<file path="config.mk">
export PLATFORM = sky130hd
export DESIGN_NAME = knob_shift_accelerator
export DESIGN_NICKNAME = d
export VERILOG_FILES = /design/src/design/ksa_pkg.sv /design/src/design/ksa_calc.sv /design/src/design/knob_shift_accelerator.sv
export SDC_FILE = /design/constraint.sdc
export NUM_CORES = 2
export LEC_CHECK = 0
export ABC_AREA = 1
export BUFFER_PORTS_ARGS = -buffer_cell sky130_fd_sc_hd__buf_2
export CORE_UTILIZATION = 55
export CTS_BUF_LIST = sky130_fd_sc_hd__clkbuf_4
export CTS_CLUSTER_SIZE = 12
export DETAILED_ROUTE_END_ITERATION = 7
export PLACE_DENSITY_LB_ADDON = 0.08
export RECOVER_POWER = 25
export SYNTH_ARGS = -nofsm -noshare
export SYNTH_HDL_FRONTEND = slang
export SYNTH_HIERARCHICAL = 1
export SYNTH_SLANG_ARGS = --single-unit
</file>
<file path="constraint.sdc">
create_clock -name i_clk -period 16.85 [get_ports i_clk]
set_input_delay 4.2125 -clock i_clk [delete_from_list [all_inputs] [get_ports i_clk]]
set_output_delay 4.2125 -clock i_clk [all_outputs]
set_load 0.005 [all_outputs]
</file>
<file path="src/design/ksa_pkg.sv">
package ksa_pkg;

    // knob codes (func / target)
    localparam logic [1:0] FUNC_SHIFT_A = 2'd0;
    localparam logic [1:0] FUNC_SHIFT_B = 2'd1;
    localparam logic [1:0] FUNC_TRIG    = 2'd2;
    localparam logic [1:0] FUNC_TIME    = 2'd3;

    // direction codes
    localparam logic [1:0] DIR_NONE  = 2'b00;
    localparam logic [1:0] DIR_RIGHT = 2'b01;
    localparam logic [1:0] DIR_LEFT2 = 2'b10;
    localparam logic [1:0] DIR_LEFT  = 2'b11;

    // config register indexes
    localparam logic [2:0] REG_SHIFT_ZERO = 3'd0;
    localparam logic [2:0] REG_SHIFT_MIN  = 3'd1;
    localparam logic [2:0] REG_SHIFT_MAX  = 3'd2;
    localparam logic [2:0] REG_TRIG_ZERO  = 3'd3;
    localparam logic [2:0] REG_TRIG_MIN   = 3'd4;
    localparam logic [2:0] REG_TRIG_MAX   = 3'd5;
    localparam logic [2:0] REG_STEP_SIZE  = 3'd6;
    localparam logic [2:0] REG_HOLD_MS    = 3'd7;

    // config reset values
    localparam logic [15:0] RST_SHIFT_ZERO = 16'd500;
    localparam logic [15:0] RST_SHIFT_MIN  = 16'd20;
    localparam logic [15:0] RST_SHIFT_MAX  = 16'd980;
    localparam logic [15:0] RST_TRIG_ZERO  = 16'd500;
    localparam logic [15:0] RST_TRIG_MIN   = 16'd20;
    localparam logic [15:0] RST_TRIG_MAX   = 16'd980;
    localparam logic [7:0]  RST_STEP_SIZE  = 8'd2;
    localparam logic [15:0] RST_HOLD_MS    = 16'd500;

    // speed thresholds in ms
    localparam logic [31:0] SPEED_T1 = 32'd75;
    localparam logic [31:0] SPEED_T2 = 32'd50;
    localparam logic [31:0] SPEED_T3 = 32'd25;

    // operands picked for the knob being handled
    typedef struct packed {
        logic              is_time;
        logic [1:0]        dir;
        logic [15:0]       old;
        logic [15:0]       zero;
        logic [15:0]       lo;
        logic [15:0]       hi;
        logic [7:0]        step;
        logic [15:0]       hold;
        logic [31:0]       now;
        logic [31:0]       last;
        logic [31:0]       lock_time;
        logic              lock_valid;
    } t_sel;

    // outcome of one detent
    typedef struct packed {
        logic [16:0] value;
        logic        applied;
        logic [2:0]  factor;
        logic        at_zero;
        logic        expire;
    } t_calc;

endpackage

</file>
<file path="src/design/ksa_calc.sv">
module ksa_calc import ksa_pkg::*; (
    input  t_sel  i_sel,
    output t_calc o_res
);

    logic [31:0]        w_elapsed;
    logic [31:0]        w_lock_age;
    logic [2:0]         w_factor;
    logic [10:0]        w_mag;
    logic signed [12:0] w_delta;
    logic signed [18:0] w_old19;
    logic signed [18:0] w_zero19;
    logic signed [18:0] w_lo19;
    logic signed [18:0] w_hi19;
    logic signed [18:0] w_vsum;
    logic signed [18:0] w_vsnap;
    logic signed [18:0] w_vclamp;
    logic signed [4:0]  w_tstep;
    logic signed [15:0] w_told;
    logic signed [17:0] w_tsum;
    logic signed [15:0] w_tsat;
    logic signed [15:0] w_tval;
    logic               w_at_zero;
    logic               w_expire;

    assign w_elapsed  = i_sel.now - i_sel.last;
    assign w_lock_age = i_sel.now - i_sel.lock_time;

    always_comb begin
        if (w_elapsed > SPEED_T1) begin
            w_factor = 3'd1;
        end else if (w_elapsed > SPEED_T2) begin
            w_factor = 3'd2;
        end else if (w_elapsed > SPEED_T3) begin
            w_factor = 3'd3;
        end else begin
            w_factor = 3'd4;
        end
    end

    // vertical shift / trigger level path
    assign w_mag = 11'(i_sel.step) * 11'(w_factor);

    always_comb begin
        case (i_sel.dir)
            DIR_RIGHT: w_delta = $signed({2'b00, w_mag});
            DIR_LEFT:  w_delta = -$signed({2'b00, w_mag});
            DIR_LEFT2: w_delta = -$signed({1'b0, w_mag, 1'b0});
            default:   w_delta = 13'sd0;
        endcase
    end

    assign w_old19  = $signed({3'b000, i_sel.old});
    assign w_zero19 = $signed({3'b000, i_sel.zero});
    assign w_lo19   = $signed({3'b000, i_sel.lo});
    assign w_hi19   = $signed({3'b000, i_sel.hi});
    assign w_vsum   = w_old19 + 19'(w_delta);

    always_comb begin
        if ((w_old19 > w_zero19 && w_vsum < w_zero19) ||
            (w_old19 < w_zero19 && w_vsum > w_zero19)) begin
            w_vsnap = w_zero19;
        end else begin
            w_vsnap = w_vsum;
        end
        // max wins when min > max
        w_vclamp = w_vsnap;
        if (w_vclamp < w_lo19) begin
            w_vclamp = w_lo19;
        end
        if (w_vclamp > w_hi19) begin
            w_vclamp = w_hi19;
        end
    end

    // time shift path
    always_comb begin
        case (i_sel.dir)
            DIR_RIGHT: w_tstep = $signed({2'b00, w_factor});
            DIR_LEFT:  w_tstep = -$signed({2'b00, w_factor});
            DIR_LEFT2: w_tstep = -$signed({1'b0, w_factor, 1'b0});
            default:   w_tstep = 5'sd1;
        endcase
    end

    assign w_told = $signed(i_sel.old);
    assign w_tsum = 18'(w_told) + 18'(w_tstep);

    always_comb begin
        if (w_tsum > 18'sd32767) begin
            w_tsat = 16'sh7fff;
        end else if (w_tsum < -18'sd32768) begin
            w_tsat = 16'sh8000;
        end else begin
            w_tsat = w_tsum[15:0];
        end
        if ((w_told > 16'sd0 && w_tsat < 16'sd0) || (w_told < 16'sd0 && w_tsat > 16'sd0)) begin
            w_tval = 16'sd0;
        end else begin
            w_tval = w_tsat;
        end
    end

    // zero lock
    assign w_at_zero = i_sel.is_time ? (w_tval == 16'sd0) : (w_vclamp == w_zero19);
    assign w_expire  = i_sel.lock_valid && !w_at_zero && (w_lock_age > 32'(i_sel.hold));

    assign o_res.value   = i_sel.is_time ? {w_tval[15], w_tval} : w_vclamp[16:0];
    assign o_res.applied = w_at_zero || !i_sel.lock_valid || w_expire;
    assign o_res.factor  = w_factor;
    assign o_res.at_zero = w_at_zero;
    assign o_res.expire  = w_expire;

endmodule

</file>
<file path="src/design/knob_shift_accelerator.sv">
// Knob acceleration with a zero detent.
// Input stream: one word per knob detent. tuser = func (knob), tdata = direction,
// trigger source and millisecond timestamp. Output stream: one word per detent
// with the target, the value after the step, whether it was stored and the
// speed factor. Config: write i_cfg_we with a register index and data while
// the block is idle; there is no read-back.
// Datapath: an accepted input word is held in the input register, then its
// result word in the result register. Throughput: one word per cycle while
// the receiver is not stalling; the single pass from the input register to
// the result register also updates the knob state, so the next word sees it
// with no bubble.
// Reset (synchronous, active low) restores the register defaults, puts the
// shifts and trigger levels at their zero points, clears time shift, the
// knob timestamps and all locks, and empties both pipeline registers.
// When the receiver stalls, the result is held; one more word is taken into
// the input register, then o_s_tready drops until the output drains.
module knob_shift_accelerator import ksa_pkg::*; (
    input  logic        i_clk,
    input  logic        i_rst_n,
    input  logic        i_s_tvalid,
    output logic        o_s_tready,
    input  logic [39:0] i_s_tdata,  // direction[1:0], trig_source[3:2], now_ms[35:4], 0
    input  logic [1:0]  i_s_tuser,  // func[1:0]
    output logic        o_m_tvalid,
    input  logic        i_m_tready,
    output logic [23:0] o_m_tdata,  // new_value[16:0], applied[17], speed_factor[20:18], 0
    output logic [1:0]  o_m_tuser,  // target[1:0]
    input  logic        i_cfg_we,
    input  logic [2:0]  i_cfg_idx,
    input  logic [15:0] i_cfg_data
);

    // config
    logic [15:0] r_shift_zero, r_shift_min, r_shift_max;
    logic [15:0] r_trig_zero, r_trig_min, r_trig_max;
    logic [7:0]  r_step_size;
    logic [15:0] r_hold_ms;

    // knob state
    logic [31:0] r_last [4];
    logic [15:0] r_chan [2];
    logic [15:0] r_trig [3];
    logic [15:0] r_time_shift;
    logic [31:0] r_zlock_time [3];
    logic [2:0]  r_zlock_valid;
    logic [31:0] r_tlock_time;
    logic        r_tlock_valid;

    // input register
    logic        r_in_valid;
    logic [1:0]  r_func;
    logic [1:0]  r_dir;
    logic [1:0]  r_src;
    logic [31:0] r_now;

    // result register
    logic        r_out_valid;
    logic [1:0]  r_target;
    logic [16:0] r_value;
    logic        r_applied;
    logic [2:0]  r_factor;

    logic        w_fire;
    logic [1:0]  w_tidx;
    logic [1:0]  w_lidx;
    logic        w_is_time;
    logic        w_is_trig;
    t_sel        w_sel;
    t_calc       w_res;

    assign w_fire     = r_in_valid && (!r_out_valid || i_m_tready);
    assign o_s_tready = !r_in_valid || w_fire;

    // trigger source 3 behaves as source 2
    assign w_tidx    = (r_src == 2'd3) ? 2'd2 : r_src;
    assign w_is_time = (r_func == FUNC_TIME);
    assign w_is_trig = (r_func == FUNC_TRIG);
    // channel A / source 0 and channel B / source 1 share a lock entry
    assign w_lidx    = w_is_trig ? w_tidx : r_func;

    always_comb begin
        w_sel.is_time = w_is_time;
        w_sel.dir     = r_dir;
        w_sel.step    = r_step_size;
        w_sel.hold    = r_hold_ms;
        w_sel.now     = r_now;
        w_sel.last    = r_last[r_func];
        if (w_is_time) begin
            w_sel.old        = r_time_shift;
            w_sel.zero       = r_shift_zero;
            w_sel.lo         = r_shift_min;
            w_sel.hi         = r_shift_max;
            w_sel.lock_time  = r_tlock_time;
            w_sel.lock_valid = r_tlock_valid;
        end else if (w_is_trig) begin
            w_sel.old        = r_trig[w_tidx];
            w_sel.zero       = r_trig_zero;
            w_sel.lo         = r_trig_min;
            w_sel.hi         = r_trig_max;
            w_sel.lock_time  = r_zlock_time[w_lidx];
            w_sel.lock_valid = r_zlock_valid[w_lidx];
        end else begin
            w_sel.old        = r_chan[r_func[0]];
            w_sel.zero       = r_shift_zero;
            w_sel.lo         = r_shift_min;
            w_sel.hi         = r_shift_max;
            w_sel.lock_time  = r_zlock_time[w_lidx];
            w_sel.lock_valid = r_zlock_valid[w_lidx];
        end
    end

    ksa_calc u_calc (
        .i_sel (w_sel),
        .o_res (w_res)
    );

    // config writes
    always_ff @(posedge i_clk) begin
        if (!i_rst_n) begin
            r_shift_zero <= RST_SHIFT_ZERO;
            r_shift_min  <= RST_SHIFT_MIN;
            r_shift_max  <= RST_SHIFT_MAX;
            r_trig_zero  <= RST_TRIG_ZERO;
            r_trig_min   <= RST_TRIG_MIN;
            r_trig_max   <= RST_TRIG_MAX;
            r_step_size  <= RST_STEP_SIZE;
            r_hold_ms    <= RST_HOLD_MS;
        end else if (i_cfg_we) begin
            unique case (i_cfg_idx)
                REG_SHIFT_ZERO: r_shift_zero <= i_cfg_data;
                REG_SHIFT_MIN:  r_shift_min  <= i_cfg_data;
                REG_SHIFT_MAX:  r_shift_max  <= i_cfg_data;
                REG_TRIG_ZERO:  r_trig_zero  <= i_cfg_data;
                REG_TRIG_MIN:   r_trig_min   <= i_cfg_data;
                REG_TRIG_MAX:   r_trig_max   <= i_cfg_data;
                REG_STEP_SIZE:  r_step_size  <= i_cfg_data[7:0];
                REG_HOLD_MS:    r_hold_ms    <= i_cfg_data;
                default:        r_hold_ms    <= r_hold_ms;
            endcase
        end
    end

    // input register
    always_ff @(posedge i_clk) begin
        if (!i_rst_n) begin
            r_in_valid <= 1'b0;
        end else if (o_s_tready) begin
            r_in_valid <= i_s_tvalid;
        end
    end

    always_ff @(posedge i_clk) begin
        if (i_s_tvalid && o_s_tready) begin
            r_func <= i_s_tuser;
            r_dir  <= i_s_tdata[1:0];
            r_src  <= i_s_tdata[3:2];
            r_now  <= i_s_tdata[35:4];
        end
    end

    // knob state update
    always_ff @(posedge i_clk) begin
        if (!i_rst_n) begin
            for (int k = 0; k < 4; k++) begin
                r_last[k] <= '0;
            end
            for (int k = 0; k < 2; k++) begin
                r_chan[k] <= RST_SHIFT_ZERO;
            end
            for (int k = 0; k < 3; k++) begin
                r_trig[k]       <= RST_TRIG_ZERO;
                r_zlock_time[k] <= '0;
            end
            r_zlock_valid <= '0;
            r_time_shift  <= '0;
            r_tlock_time  <= '0;
            r_tlock_valid <= 1'b0;
        end else if (w_fire) begin
            r_last[r_func] <= r_now;
            if (w_res.applied) begin
                if (w_is_time) begin
                    r_time_shift <= w_res.value[15:0];
                end else if (w_is_trig) begin
                    r_trig[w_tidx] <= w_res.value[15:0];
                end else begin
                    r_chan[r_func[0]] <= w_res.value[15:0];
                end
            end
            if (w_is_time) begin
                if (w_res.at_zero) begin
                    r_tlock_time  <= r_now;
                    r_tlock_valid <= 1'b1;
                end else if (w_res.expire) begin
                    r_tlock_time  <= '0;
                    r_tlock_valid <= 1'b0;
                end
            end else begin
                if (w_res.at_zero) begin
                    r_zlock_time[w_lidx]  <= r_now;
                    r_zlock_valid[w_lidx] <= 1'b1;
                end else if (w_res.expire) begin
                    r_zlock_time[w_lidx]  <= '0;
                    r_zlock_valid[w_lidx] <= 1'b0;
                end
            end
        end
    end

    // result register
    always_ff @(posedge i_clk) begin
        if (!i_rst_n) begin
            r_out_valid <= 1'b0;
        end else if (w_fire) begin
            r_out_valid <= 1'b1;
        end else if (i_m_tready) begin
            r_out_valid <= 1'b0;
        end
    end

    always_ff @(posedge i_clk) begin
        if (w_fire) begin
            r_target  <= r_func;
            r_value   <= w_res.value;
            r_applied <= w_res.applied;
            r_factor  <= w_res.factor;
        end
    end

    assign o_m_tvalid = r_out_valid;
    assign o_m_tdata  = {3'b000, r_factor, r_applied, r_value};
    assign o_m_tuser  = r_target;

endmodule

</file>
==> key figures <==
Run status
  • Outcome: finished, final reports clean

Critical path
  • CP startpoint kind: flop
  • Worst path slowest cell: fa_1
  • Crit-path most repeated cell: nand2_1
  • Critical path class: flop to flop
  • Largest stage delay, worst path: 0.48 ns
  • CP max FO: 23
  • Crit path DAT: 16.32 ns
  • Worst path required time: 17.48 ns
  • Worst setup EP type: flop

Yosys
  • Post-synthesis mux area share: 0%
  • Synth cell count leaders: 1275 x nand2_1, 649 x nor2_1, 554 x inv_1
  • Flops & latches, synth: 573
  • Post-synthesis sequential area ratio: 44.60%
  • Most numerous cell in the Yosys netlist: nand2_1
  • Post-Synthesis Cells: 4574
  • Async S/R FF share, synth: 0%
  • Simple-gate share of the synthesized area: 28.90%
  • Synth area leader: edfxtp_1
  • Yosys warns: 6
  • Distinct cells, synth: 54
  • Compound-Gate Fraction of Synth Area: 8.534%
  • Adder-Cell Fraction of Synth Area: 7.356%
  • Post-synth EDFFs: 397
  • Synth top area cells: edfxtp_1 34%, nand2_1 14%, dfxtp_1 10%
  • Post-synth top flop: edfxtp_1
  • Yosys top cell area share: 34.43%
  • Post-Synth XOR/XNOR Area: 1.846%
  • Largest family of logic cells by synthesized area: simple AND/OR/NAND/NOR gates
  • Syn Area/Cell: 7.571 um^2
  • Cell area after synthesis: 0.03463 mm^2

Pwr
  • Clk network pwr share: 26.0%
  • Pint: 2.824 mW
  • Power density over the cells: 122.1 mW/mm^2
  • Pleak: 18.21 nW
  • Sw Ratio: 40.23%
  • Sequential share of power: 34.4%
  • Net Sw Power: 1.901 mW
  • Peak VDD IR: 0.1046 mV
  • Comb power frac: 39.7%

STA
  • Clock Skews: 0.08007 ns
  • Slew of the pin with the lowest slew margin: 0.9820 ns
  • Relative slew margins: 34.53%
  • Hold Fails Final Rpt: 0
  • Fmax: 63.76 MHz
  • Hold Slack: 0.4581 ns
  • Final worst path period share: 93.08%
  • Setup-failing EPs final: 0
  • Fin crit period: 15.68 ns
  • PnR worst setup slack: 1.166 ns
  • Fin. max-slew vios: 0

Detailed routing
  • Drt first pass iters: 6
  • Drt drc: 0
  • Drt wl/cell: 17.17 um
  • Vias/cell: 5.396
  • Vias: 30960
  • Final ANT Viol Nets: 0
  • Final WL: 98.54 mm
  • 1st-iter DRT viols: 2697

Clock network
  • Max H-tree Level: 4
  • CTS hold repair buffers: 0
  • Cts bufs inserted: 152
  • CTS tree: yes
  • Root Driver: clkbuf_4
  • Clock Pin Slew Worst Setup and Hold Paths: 0.07 ns
  • Clock Path Buffers: 3
  • Clock latency on the worst-skew pair: 0.98 ns
  • CTS sink count: 573

Global routing
  • Total GRT Usage: 30.57%
  • Largest net degree at the start of global routing: 82
  • Initial antenna violation count: 4
  • Vias in the first global route: 28150
  • Gr ovfl total: 0
  • First-pass GRT wire length: 151.4 mm

Die
  • Core Rows: 91
  • Top Ports: 94
  • Starting Density: 55.91%
  • Core area: 0.06194 mm^2
  • Die X: 252.9 um
  • Die ar.: 0.06397 mm^2
  • Die height: 252.9 um

Placed design
  • IO buf count: 86
  • Placed insts: 5456
  • GPL Wtd Cong: 0.9642
  • Pre-CTS WS: 0.5172 ns
  • Post-DP HPWL: 67.49 mm

Finish
  • Layout cells sized above 1: 11.08%
  • Area grow syn2layout: 11.73%
  • Layout Nets: 5046
  • Non-Filler Instances: 5738

Worst hold path
  • Class of the worst hold path: flop to flop
  • Hold Startpoint: r_tlock_time[24]

Job
  • Max Cap Viol: 0
==> sequential cells by signal, summed over array words and instances (netlist names), 2 cells and up, named ones only <==
name          cells
r_tlock_time     32
o_m_tuser         2
r_hold_ms        16
r_chan           32
r_shift_max      16
r_factor          3
r_dir             2
r_func            2
r_trig_zero      16
r_time_shift     16
r_shift_zero     16
r_step_size       8
r_shift_min      16
r_last          128
r_trig           48
r_zlock_time    128
r_value          17
r_now            32
r_trig_min       16
r_src             2
r_trig_max       16
==> final timing paths <==
check,cells after the start,to,slack (ns)
max,99,r_zlock_time[0][8],1.17
min,2,r_tlock_time[24],0.46
max reg2reg,99,r_zlock_time[0][8],1.17
min reg2reg,2,r_tlock_time[24],0.46
==> cells in the final DEF (no fill, tap or decap), types with 10 or more instances in the layout <==
| cell type | count |
|---|---|
| a21oi_1 | 160 |
| a22oi_1 | 11 |
| buf_12 | 19 |
| buf_2 | 75 |
| buf_4 | 96 |
| clkbuf_1 | 10 |
| clkbuf_4 | 228 |
| clkinv_1 | 33 |
| conb_1 | 35 |
| dfxtp_1 | 174 |
| edfxtp_1 | 397 |
| fa_1 | 10 |
| ha_1 | 186 |
| inv_1 | 551 |
| inv_2 | 37 |
| nand2_1 | 1269 |
| nand2_2 | 14 |
| nand2_4 | 10 |
| nand3_1 | 311 |
| nand3b_1 | 11 |
| nand4_1 | 71 |
| nor2_1 | 648 |
| nor3_1 | 45 |
| o211ai_1 | 28 |
| o21ai_0 | 216 |
| o21ai_1 | 19 |
| o21bai_1 | 15 |
| o221ai_1 | 10 |
| o22ai_1 | 31 |
| xnor2_1 | 17 |
| xor2_1 | 53 |
==> area by class of cell <==
type | count | area (um^2)
timing repair buffer | 206 | 1613
sequential | 573 | 15450
tap | 837 | 1047
multi-input combinational | 3257 | 16420
inverter | 593 | 2230
antenna | 2 | 5.005
clock buffer | 228 | 1712
fill | 5819 | 23250
clock inverter | 42 | 214.0
==> routing by layer <==
layer / vias to the layer above / GRT usage, % / part of all wire, %
li1: 15360 / - / -
met2: 1078 / 46.10 / 44
met4: 2 / 10.15 / 2.4
met3: 135 / 5.407 / 8.2
met5: - / 0 / 0.018
met1: 14380 / 44.26 / 45
==> power by group through the flow <==
stage / Sequential, mW / Clock, mW / Combinational (mW)
final: 1.62 / 1.23 / 1.87
after global routing: 1.63 / 1.32 / 2.08
after CTS: 1.62 / 1.25 / 1.82
after detailed placement: 1.65 / 0 / 1.81
after global placement: 1.65 / 0 / 1.80
after floorplan: 1.65 / 0 / 1.24
==> stage by stage <==
step / area, um^2 / TNS, ns / power (mW) / util [%]
after detailed placement: 36530 / 0 / 3.461 / 58.97
final: 38690 / 0 / 4.724 / 62.47
after global routing: 38690 / -9.471 / 5.032 / 62.47
after global placement: 36530 / 0 / 3.448 / 58.97
after CTS: 38450 / 0 / 4.693 / 62.08
after floorplan: 34760 / 0 / 2.882 / -
==> critical path: cells and delay by family, from the launching register on <==
family / cells / cell delay (ns)
and+or+nand+nor: 46 / 5.20
AOI/OAI and AO/OA: 24 / 3.60
DFF: 1 / 0.44
xor gates and xnor gates: 3 / 0.71
adders and majority gates: 10 / 3.27
buffers and inverters: 16 / 2.11
==> cells by family after synthesis <==
kind of cell / after synthesis
adders and majority gates: 197
AOI/OAI and AO/OA: 529
DFF: 573
other: 1
buffers and inverters: 778
and+or+nand+nor: 2423
xor gates and xnor gates: 73
==> what timing repair did <==
item / in CTS / in global routing
gates resized for setup: 0 / 32
setup endpoints to repair: 0 / 440
hold endpoints to repair: 0 / 0
setup buffers: 0 / 7
(Power assumes the default switching activity.)
